### src/rtl/blr_pkg.sv
// Bresenham line rasterizer: shared package.
// Holds field widths, request/result structs and codes. No dependencies.
`default_nettype none

package blr_pkg;

    // Fixed field widths
    localparam int COORD_BITS = 16;
    localparam int ADDR_BITS  = 24;
    localparam int DIM_BITS   = 13;
    localparam int COLOR_BITS = 32;
    // Error term holds dx - dy plus one step of either, doubled for e2
    localparam int ERR_BITS   = COORD_BITS + 2;
    localparam int E2_BITS    = COORD_BITS + 3;

    // Configuration port
    localparam int CFG_IDX_BITS  = 2;
    localparam int CFG_DATA_BITS = (ADDR_BITS > DIM_BITS) ? ADDR_BITS : DIM_BITS;

    typedef logic [CFG_IDX_BITS-1:0] t_cfg_idx;

    localparam t_cfg_idx CFG_CANVAS_WIDTH  = 2'd0;
    localparam t_cfg_idx CFG_CANVAS_HEIGHT = 2'd1;
    localparam t_cfg_idx CFG_ROW_STRIDE    = 2'd2;
    localparam t_cfg_idx CFG_BASE_ADDRESS  = 2'd3;

    // Request kinds
    localparam logic KIND_START = 1'b0;
    localparam logic KIND_STEP  = 1'b1;

    typedef logic signed [COORD_BITS-1:0] t_coord;
    typedef logic        [COORD_BITS-1:0] t_span;
    typedef logic signed [ERR_BITS-1:0]   t_err;
    typedef logic        [ADDR_BITS-1:0]  t_addr;
    typedef logic        [DIM_BITS-1:0]   t_dim;
    typedef logic        [COLOR_BITS-1:0] t_color;

    // Input request
    typedef struct packed {
        logic   kind;
        t_coord start_x;
        t_coord start_y;
        t_coord end_x;
        t_coord end_y;
        t_color line_color;
    } t_req;

    // Output result
    typedef struct packed {
        logic   valid_res;
        t_coord pixel_x;
        t_coord pixel_y;
        t_addr  pixel_address;
        t_color pixel_color;
        logic   write_enable;
        logic   last;
    } t_res;

    // Pixel handed from the walker to the address stage
    typedef struct packed {
        logic   valid;
        t_coord x;
        t_coord y;
        t_color color;
        logic   last;
    } t_pix;

    // Canvas configuration
    typedef struct packed {
        t_dim  width;
        t_dim  height;
        t_dim  stride;
        t_addr base;
    } t_cfg;

    // Line walker state
    typedef struct packed {
        t_coord cur_x;
        t_coord cur_y;
        t_coord target_x;
        t_coord target_y;
        t_span  abs_dx;
        t_span  abs_dy;
        logic   x_dir_neg;
        logic   y_dir_neg;
        t_err   error_term;
        t_color held_color;
        logic   busy;
    } t_walk;

endpackage

`default_nettype wire

### src/rtl/blr_walker.sv
// Bresenham line walker: line setup and one error-term step per request.
// Holds the line state and the pixel register. Depends on blr_pkg.
`default_nettype none

module blr_walker import blr_pkg::*; (
    input  wire logic i_clk,
    input  wire logic i_rst_n,
    input  wire logic i_valid,
    output logic      o_ready,
    input  wire t_req i_req,
    output logic      o_valid,
    input  wire logic i_ready,
    output t_pix      o_pix
);

    t_walk r_walk, n_walk;
    t_pix  r_pix,  n_pix;
    logic  r_valid;
    logic  w_accept;

    // Setup terms
    logic signed [COORD_BITS:0] w_dx, w_dy;
    t_span                      w_abs_dx, w_abs_dy;
    // Step terms
    logic signed [E2_BITS-1:0]  w_e2;
    logic                       w_move_x, w_move_y;
    t_coord                     w_nx, w_ny;
    t_err                       w_nerr;

    assign o_ready  = !r_valid || i_ready;
    assign w_accept = i_valid && o_ready;
    assign o_valid  = r_valid;
    assign o_pix    = r_pix;

    // Start setup: deltas, magnitudes, directions
    always_comb begin
        w_dx     = {i_req.end_x[COORD_BITS-1], i_req.end_x}
                 - {i_req.start_x[COORD_BITS-1], i_req.start_x};
        w_dy     = {i_req.end_y[COORD_BITS-1], i_req.end_y}
                 - {i_req.start_y[COORD_BITS-1], i_req.start_y};
        w_abs_dx = w_dx[COORD_BITS] ? COORD_BITS'(-w_dx) : w_dx[COORD_BITS-1:0];
        w_abs_dy = w_dy[COORD_BITS] ? COORD_BITS'(-w_dy) : w_dy[COORD_BITS-1:0];
    end

    // One step: x moves when e2 > -dy, y moves when e2 < dx
    always_comb begin
        w_e2     = {r_walk.error_term, 1'b0};
        w_move_x = w_e2 > -$signed({3'b000, r_walk.abs_dy});
        w_move_y = w_e2 <  $signed({3'b000, r_walk.abs_dx});
        w_nerr   = r_walk.error_term
                 - (w_move_x ? $signed({2'b00, r_walk.abs_dy}) : t_err'(0))
                 + (w_move_y ? $signed({2'b00, r_walk.abs_dx}) : t_err'(0));
        w_nx     = r_walk.cur_x;
        w_ny     = r_walk.cur_y;
        if (w_move_x) begin
            w_nx = r_walk.x_dir_neg ? r_walk.cur_x - t_coord'(1)
                                    : r_walk.cur_x + t_coord'(1);
        end
        if (w_move_y) begin
            w_ny = r_walk.y_dir_neg ? r_walk.cur_y - t_coord'(1)
                                    : r_walk.cur_y + t_coord'(1);
        end
    end

    // Next state and pixel
    always_comb begin
        n_walk = r_walk;
        n_pix  = '0;
        if (i_req.kind == KIND_START) begin
            n_walk.cur_x      = i_req.start_x;
            n_walk.cur_y      = i_req.start_y;
            n_walk.target_x   = i_req.end_x;
            n_walk.target_y   = i_req.end_y;
            n_walk.abs_dx     = w_abs_dx;
            n_walk.abs_dy     = w_abs_dy;
            n_walk.x_dir_neg  = w_dx[COORD_BITS] || (w_dx == '0);
            n_walk.y_dir_neg  = w_dy[COORD_BITS] || (w_dy == '0);
            n_walk.error_term = $signed({2'b00, w_abs_dx}) - $signed({2'b00, w_abs_dy});
            n_walk.held_color = i_req.line_color;
        end else if (r_walk.busy) begin
            n_walk.cur_x      = w_nx;
            n_walk.cur_y      = w_ny;
            n_walk.error_term = w_nerr;
        end
        // End point reached closes the line
        if (i_req.kind == KIND_START || r_walk.busy) begin
            n_pix.valid = 1'b1;
            n_pix.x     = n_walk.cur_x;
            n_pix.y     = n_walk.cur_y;
            n_pix.color = n_walk.held_color;
            n_pix.last  = (n_walk.cur_x == n_walk.target_x)
                       && (n_walk.cur_y == n_walk.target_y);
            n_walk.busy = !n_pix.last;
        end
    end

    // State and pixel register
    always_ff @(posedge i_clk) begin
        if (!i_rst_n) begin
            r_walk  <= '0;
            r_valid <= 1'b0;
        end else begin
            if (w_accept) begin
                r_walk <= n_walk;
            end
            if (o_ready) begin
                r_valid <= i_valid;
            end
        end
    end

    always_ff @(posedge i_clk) begin
        if (w_accept) begin
            r_pix <= n_pix;
        end
    end

    // A step with no line in progress yields an empty pixel
    a_idle_step: assert property (@(posedge i_clk) disable iff (!i_rst_n)
        (w_accept && i_req.kind == KIND_STEP && !r_walk.busy)
        |=> (r_valid && !r_pix.valid))
        else $error("step without active line produced a pixel");

    // A start always produces a pixel
    a_start_pix: assert property (@(posedge i_clk) disable iff (!i_rst_n)
        (w_accept && i_req.kind == KIND_START) |=> (r_valid && r_pix.valid))
        else $error("start request produced no pixel");

    // The line stays active exactly when the held pixel is not its end point
    a_last_busy: assert property (@(posedge i_clk) disable iff (!i_rst_n)
        (r_valid && r_pix.valid) |-> (r_pix.last != r_walk.busy))
        else $error("last flag and active-line state disagree");

endmodule

`default_nettype wire

### src/rtl/blr_addr.sv
// Address and clip stage: frame-store address and canvas write enable.
// Holds the result register. Depends on blr_pkg.
`default_nettype none

module blr_addr import blr_pkg::*; (
    input  wire logic i_clk,
    input  wire logic i_rst_n,
    input  wire t_cfg i_cfg,
    input  wire logic i_valid,
    output logic      o_ready,
    input  wire t_pix i_pix,
    output logic      o_valid,
    input  wire logic i_ready,
    output t_res      o_res
);

    t_res  r_res, n_res;
    logic  r_valid;
    t_addr w_y_ext, w_x_ext, w_stride;
    t_addr w_prod;
    logic  w_x_in, w_y_in;

    assign o_ready = !r_valid || i_ready;
    assign o_valid = r_valid;
    assign o_res   = r_res;

    // base + y*stride + x, wrapping at the address width
    always_comb begin
        w_y_ext  = {{(ADDR_BITS-COORD_BITS){i_pix.y[COORD_BITS-1]}}, i_pix.y};
        w_x_ext  = {{(ADDR_BITS-COORD_BITS){i_pix.x[COORD_BITS-1]}}, i_pix.x};
        w_stride = {{(ADDR_BITS-DIM_BITS){1'b0}}, i_cfg.stride};
        w_prod   = w_y_ext * w_stride;
    end

    // Canvas clip: non-negative and below the dimension
    always_comb begin
        w_x_in = !i_pix.x[COORD_BITS-1]
              && (i_pix.x[COORD_BITS-1:0] < {{(COORD_BITS-DIM_BITS){1'b0}}, i_cfg.width});
        w_y_in = !i_pix.y[COORD_BITS-1]
              && (i_pix.y[COORD_BITS-1:0] < {{(COORD_BITS-DIM_BITS){1'b0}}, i_cfg.height});
    end

    // Empty pixels give an all-zero result
    always_comb begin
        n_res = '0;
        if (i_pix.valid) begin
            n_res.valid_res     = 1'b1;
            n_res.pixel_x       = i_pix.x;
            n_res.pixel_y       = i_pix.y;
            n_res.pixel_address = i_cfg.base + w_prod + w_x_ext;
            n_res.pixel_color   = i_pix.color;
            n_res.write_enable  = w_x_in && w_y_in;
            n_res.last          = i_pix.last;
        end
    end

    always_ff @(posedge i_clk) begin
        if (!i_rst_n) begin
            r_valid <= 1'b0;
        end else if (o_ready) begin
            r_valid <= i_valid;
        end
    end

    always_ff @(posedge i_clk) begin
        if (o_ready && i_valid) begin
            r_res <= n_res;
        end
    end

    // Empty results carry nothing
    a_empty_zero: assert property (@(posedge i_clk) disable iff (!i_rst_n)
        (r_valid && !r_res.valid_res) |-> (r_res == '0))
        else $error("empty result carries nonzero fields");

    // Write enable only on a real pixel with nonzero canvas
    a_we_canvas: assert property (@(posedge i_clk) disable iff (!i_rst_n)
        (r_valid && r_res.write_enable)
        |-> (r_res.valid_res && i_cfg.width != '0 && i_cfg.height != '0))
        else $error("write enable outside a nonempty canvas");

endmodule

`default_nettype wire

### src/rtl/bresenham_line_rasterizer.sv
// Bresenham line rasterizer top level: configuration registers and the
// two-stage walker / address pipeline. Depends on blr_pkg, blr_walker, blr_addr.
`default_nettype none

// One request in, one result out, one request per clock sustained while the
// result channel does not stall. A start request loads the endpoints and color
// and returns the first pixel; each step request returns the next pixel of the
// line, or an empty result (valid_res=0, all other fields zero) when no line is
// active. Each result passes the walker register, which closes the Bresenham
// error-term step, then the result register after the address multiply-add and
// canvas clip. A start during a line abandons it. Write the configuration
// registers only while no request is in flight.
module bresenham_line_rasterizer import blr_pkg::*; (
    input  wire logic                     i_clk,
    input  wire logic                     i_rst_n,
    // Configuration write port
    input  wire logic                     i_cfg_we,
    input  wire t_cfg_idx                 i_cfg_index,
    input  wire logic [CFG_DATA_BITS-1:0] i_cfg_data,
    // Request channel
    input  wire logic                     i_in_valid,
    output logic                          o_in_ready,
    input  wire t_req                     i_in_req,
    // Result channel
    output logic                          o_out_valid,
    input  wire logic                     i_out_ready,
    output t_res                          o_out_res
);

    t_cfg r_cfg;
    logic w_pix_valid, w_pix_ready;
    t_pix w_pix;

    // Configuration registers
    always_ff @(posedge i_clk) begin
        if (!i_rst_n) begin
            r_cfg <= '0;
        end else if (i_cfg_we) begin
            unique case (i_cfg_index)
                CFG_CANVAS_WIDTH:  r_cfg.width  <= i_cfg_data[DIM_BITS-1:0];
                CFG_CANVAS_HEIGHT: r_cfg.height <= i_cfg_data[DIM_BITS-1:0];
                CFG_ROW_STRIDE:    r_cfg.stride <= i_cfg_data[DIM_BITS-1:0];
                CFG_BASE_ADDRESS:  r_cfg.base   <= i_cfg_data[ADDR_BITS-1:0];
                default: ;
            endcase
        end
    end

    blr_walker u_walker (
        .i_clk   (i_clk),
        .i_rst_n (i_rst_n),
        .i_valid (i_in_valid),
        .o_ready (o_in_ready),
        .i_req   (i_in_req),
        .o_valid (w_pix_valid),
        .i_ready (w_pix_ready),
        .o_pix   (w_pix)
    );

    blr_addr u_addr (
        .i_clk   (i_clk),
        .i_rst_n (i_rst_n),
        .i_cfg   (r_cfg),
        .i_valid (w_pix_valid),
        .o_ready (w_pix_ready),
        .i_pix   (w_pix),
        .o_valid (o_out_valid),
        .i_ready (i_out_ready),
        .o_res   (o_out_res)
    );

endmodule

`default_nettype wire

### config.mk
export PLATFORM = sky130hd
export DESIGN_NAME = bresenham_line_rasterizer
export DESIGN_NICKNAME = d
export VERILOG_FILES = /design/src/rtl/blr_pkg.sv /design/src/rtl/blr_walker.sv /design/src/rtl/blr_addr.sv /design/src/rtl/bresenham_line_rasterizer.sv
export SDC_FILE = /design/constraint.sdc
export NUM_CORES = 2
export LEC_CHECK = 0
export ABC_AREA = 1
export BUFFER_PORTS_ARGS = -buffer_cell sky130_fd_sc_hd__buf_2
export CORE_AREA = 2 2 299 301
export CTS_CLUSTER_DIAMETER = 60
export CTS_CLUSTER_SIZE = 28
export DETAILED_ROUTE_END_ITERATION = 7
export DIE_AREA = 0 0 301 303
export PLACE_DENSITY = 0.53
export SLEW_MARGIN = 20
export SYNTH_ARGS = -nofsm -noshare
export SYNTH_HDL_FRONTEND = slang
export SYNTH_SLANG_ARGS = --single-unit
### constraint.sdc
create_clock -name i_clk -period 7.9 [get_ports i_clk]
set_input_delay 1.975 -clock i_clk [delete_from_list [all_inputs] [get_ports i_clk]]
set_output_delay 1.975 -clock i_clk [all_outputs]
set_load 0.02 [all_outputs]
==> metrics.yaml <==
status: "finished, final reports clean"
synthTopCellsByCount: "805 x inv_1, 805 x nand2_1, 343 x a21oi_1"
max_slew_margin: 0.293
r2r-start: "u_walker.r_walk[53]$_SDFFE_PN0P_"
netlist_top_cells_area: "edfxtp_1 15%, fa_1 15%, dfxtp_1 14%, inv_1 9.9%, nand2_1 9.9%"
cp-startpoint: "u_walker.r_walk[53]$_SDFFE_PN0P_"
yosysSeqAreaShare: 0.294
synth_top_area_frac: 0.154
start_kind: "flop"
ant_nets: 0
grt-ovfl-total: 0
synth-edff-count: 157
worstSetupEndpointType: "flop"
skew_ps: 28.8
routedWlPerCell_um: 17.0
area_delta_synth_final_pct: 12.5
hold_path_class: "reg2reg"
layout-drive-gt1-share: 0.0953
post-route-period-util: 0.828
crit_slowest_cell: "fa_1"
row_count: 109
grt_pass1_wl_um: 140000
vias_per_cell: 4.79
place.gp.congestion: 0.878
crit_type: "reg2reg"
initial_core_util: 0.348
synth_flop_cell: "dfxtp_1"
fin_nets: 4676
holdCritStartpoint: "u_walker.r_walk[105]$_SDFFE_PN0P_"
worst_slack_ps: 1360
io_buffers: 220
firstDrtPassIters: 6
post-route-drc-count: 0
setup_viol: 0
die_h_um: 303
cts-resized-gates: 0
path_buf_inv: 6
required_ps: 8420
min_period_ps: 6540
syn_inst: 3949
synth-seq-cells: 371
post_cts_buffers: 0
cp_top_family: "simple AND/OR/NAND/NOR gates"
synth_area_leader_cell: "edfxtp_1"
tns_ps: 0
dieArea_um2: 91200
fp.dieW_um: 301
power_mw: 7.70
cts_made_buffers: 46
clkLatencyLatePin_ps: 620
slew_viol_final: 0
cts_tree: "done"
vias: 25400
synthArstFlopShare: 0
core_um2: 88000
ioPinCount: 221
grt_util_all_layers: 0.197
cpPeakStageDelay_ps: 490
crit_arrival_ps: 7060
clk_path_buf_depth: 3
grt_pass1_vias: 24400
powerDensity_nw_per_um2: 224
grt_max_degree: 166
power.leakage_nw: 17.2
h-tree-depth: 2
syn_area_um2: 30600
maxCapViolCount: 0
worstMarginPinSlew_ps: 1050
antenna_found_initial: 4
cts.sinks: 371
crit_fanout: 8
clk_pin_slew_worst_paths_ps: 70
initialDrtViolationCount: 1605
drt_wl_total_um: 90300
rsz0062_at_grt: "false"
clock.fmax_ghz: 0.153
ir_drop_v: 0.000186
cp_common_cell: "nor2_1"
dp.final_hpwl_um: 68600
synth_area_per_cell_um2: 7.75
syn_nets: 4528
dp_slack_ps: 1110
synth_warnings: 0
synth.distinct_cells: 55
holdBufCountCts: 0
cts_root_buf: "clkbuf_16"
hold_violations: 0
path summary, 6_finish.rpt:
check,to,slack (ps),depth (start not counted)
worst min-delay path,u_walker.r_walk[105]$_SDFFE_PN0P_,450,2
worst min register to register,u_walker.r_walk[105]$_SDFFE_PN0P_,450,2
worst max-delay path,u_walker.r_walk[45]$_SDFFE_PN0P_,1360,42
worst max register to register,u_walker.r_walk[45]$_SDFFE_PN0P_,1360,42
worst reg2reg max path: cells and delay by family (launching register included):
| family | cells | cell delay [ps] |
|---|---|---|
| AND/OR/NAND/NOR | 26 | 2790 |
| AO/OA/AOI/OAI | 6 | 1450 |
| buffers and inverters | 6 | 410 |
| flip-flops | 1 | 330 |
| adder cells (fa/ha/maj) | 4 | 1470 |
sequential cells by signal, indices dropped and copies added (netlist names):
name	flops
r_cfg	63
u_addr.o_res	91
u_addr.o_valid	1
u_walker.o_pix	66
u_walker.o_valid	1
u_walker.r_walk	149
area by class of cell:
cell class,instances,area [µm²]
Timing Repair Buffer,248,1330
Fill cell,9173,53500
Multi-Input combinational cell,2617,17900
Tap cell,1165,1460
Sequential cell,371,9000
Antenna cell,2,5.00
Clock buffer,49,1160
Inverter,813,3060
Clock inverter,36,462
stage by stage:
stage	area, µm²	util	hold WS (ps)	instances
6_report	34400	0.391	453	5301
5_1_grt	34400	0.391	478	5301
4_1_cts	34400	0.391	455	5299
3_5_place_dp	32800	0.373	446	5214
3_3_place_gp	32800	0.373	439	5214
2_1_floorplan	30600	-	424	3949
logic make-up after synthesis:
| group | after synthesis | share of synthesized area |
|---|---|---|
| compound gates | 729 | 0.128 |
| xor+xnor | 103 | 0.0295 |
| fa+ha+maj | 451 | 0.240 |
| buf+inv | 961 | 0.120 |
| flops | 371 | 0.294 |
| mux | 40 | 0.0131 |
| simple gates | 1294 | 0.174 |
metal layers:
| layer | GRT usage | vias to the layer above | routed length, µm | part of all wire |
|---|---|---|---|---|
| met5 | 0 | - | 23 | 0.00025 |
| met4 | 0.0436 | 4 | 1650 | 0.018 |
| met3 | 0.0245 | 95 | 3800 | 0.042 |
| met2 | 0.329 | 485 | 42300 | 0.47 |
| met1 | 0.272 | 12000 | 42500 | 0.47 |
| li1 | - | 12800 | - | - |
power by group:
| group | total [mW] | switching (mW) | internal, mW | leakage, nW |
|---|---|---|---|---|
| Sequential | 2.35 | 0.159 | 2.20 | 3.31 |
| Clock | 2.28 | 1.07 | 1.21 | 0.778 |
| Combinational | 3.06 | 1.96 | 1.10 | 13.2 |
| Total | 7.70 | 3.19 | 4.51 | 17.2 |
layout by cell type, fill, tap and decap left out, types with 7 or more instances in the layout:
cell type | netlist | layout
fa_1 | 228 | 228
nor3_1 | 20 | 20
nand3b_1 | 15 | 15
edfxtp_1 | 157 | 157
mux2i_1 | 40 | 40
ha_1 | 223 | 223
a31oi_1 | 11 | 11
inv_1 | 805 | 802
clkbuf_16 | 0 | 46
o21ai_1 | 15 | 15
buf_2 | 12 | 218
o211ai_1 | 10 | 10
a211oi_1 | 38 | 38
nand3_1 | 138 | 137
nor2_1 | 245 | 243
nand2_1 | 805 | 805
inv_6 | 1 | 7
o21bai_1 | 7 | 7
a21o_1 | 16 | 16
buf_4 | 1 | 29
xnor2_1 | 38 | 38
nand2_2 | 12 | 12
o21ai_0 | 261 | 261
nand4_1 | 15 | 15
a21oi_1 | 343 | 342
dfxtp_1 | 214 | 214
or2_2 | 26 | 26
nand3_2 | 7 | 8
xor2_1 | 65 | 65
(Power assumes the default switching activity.)
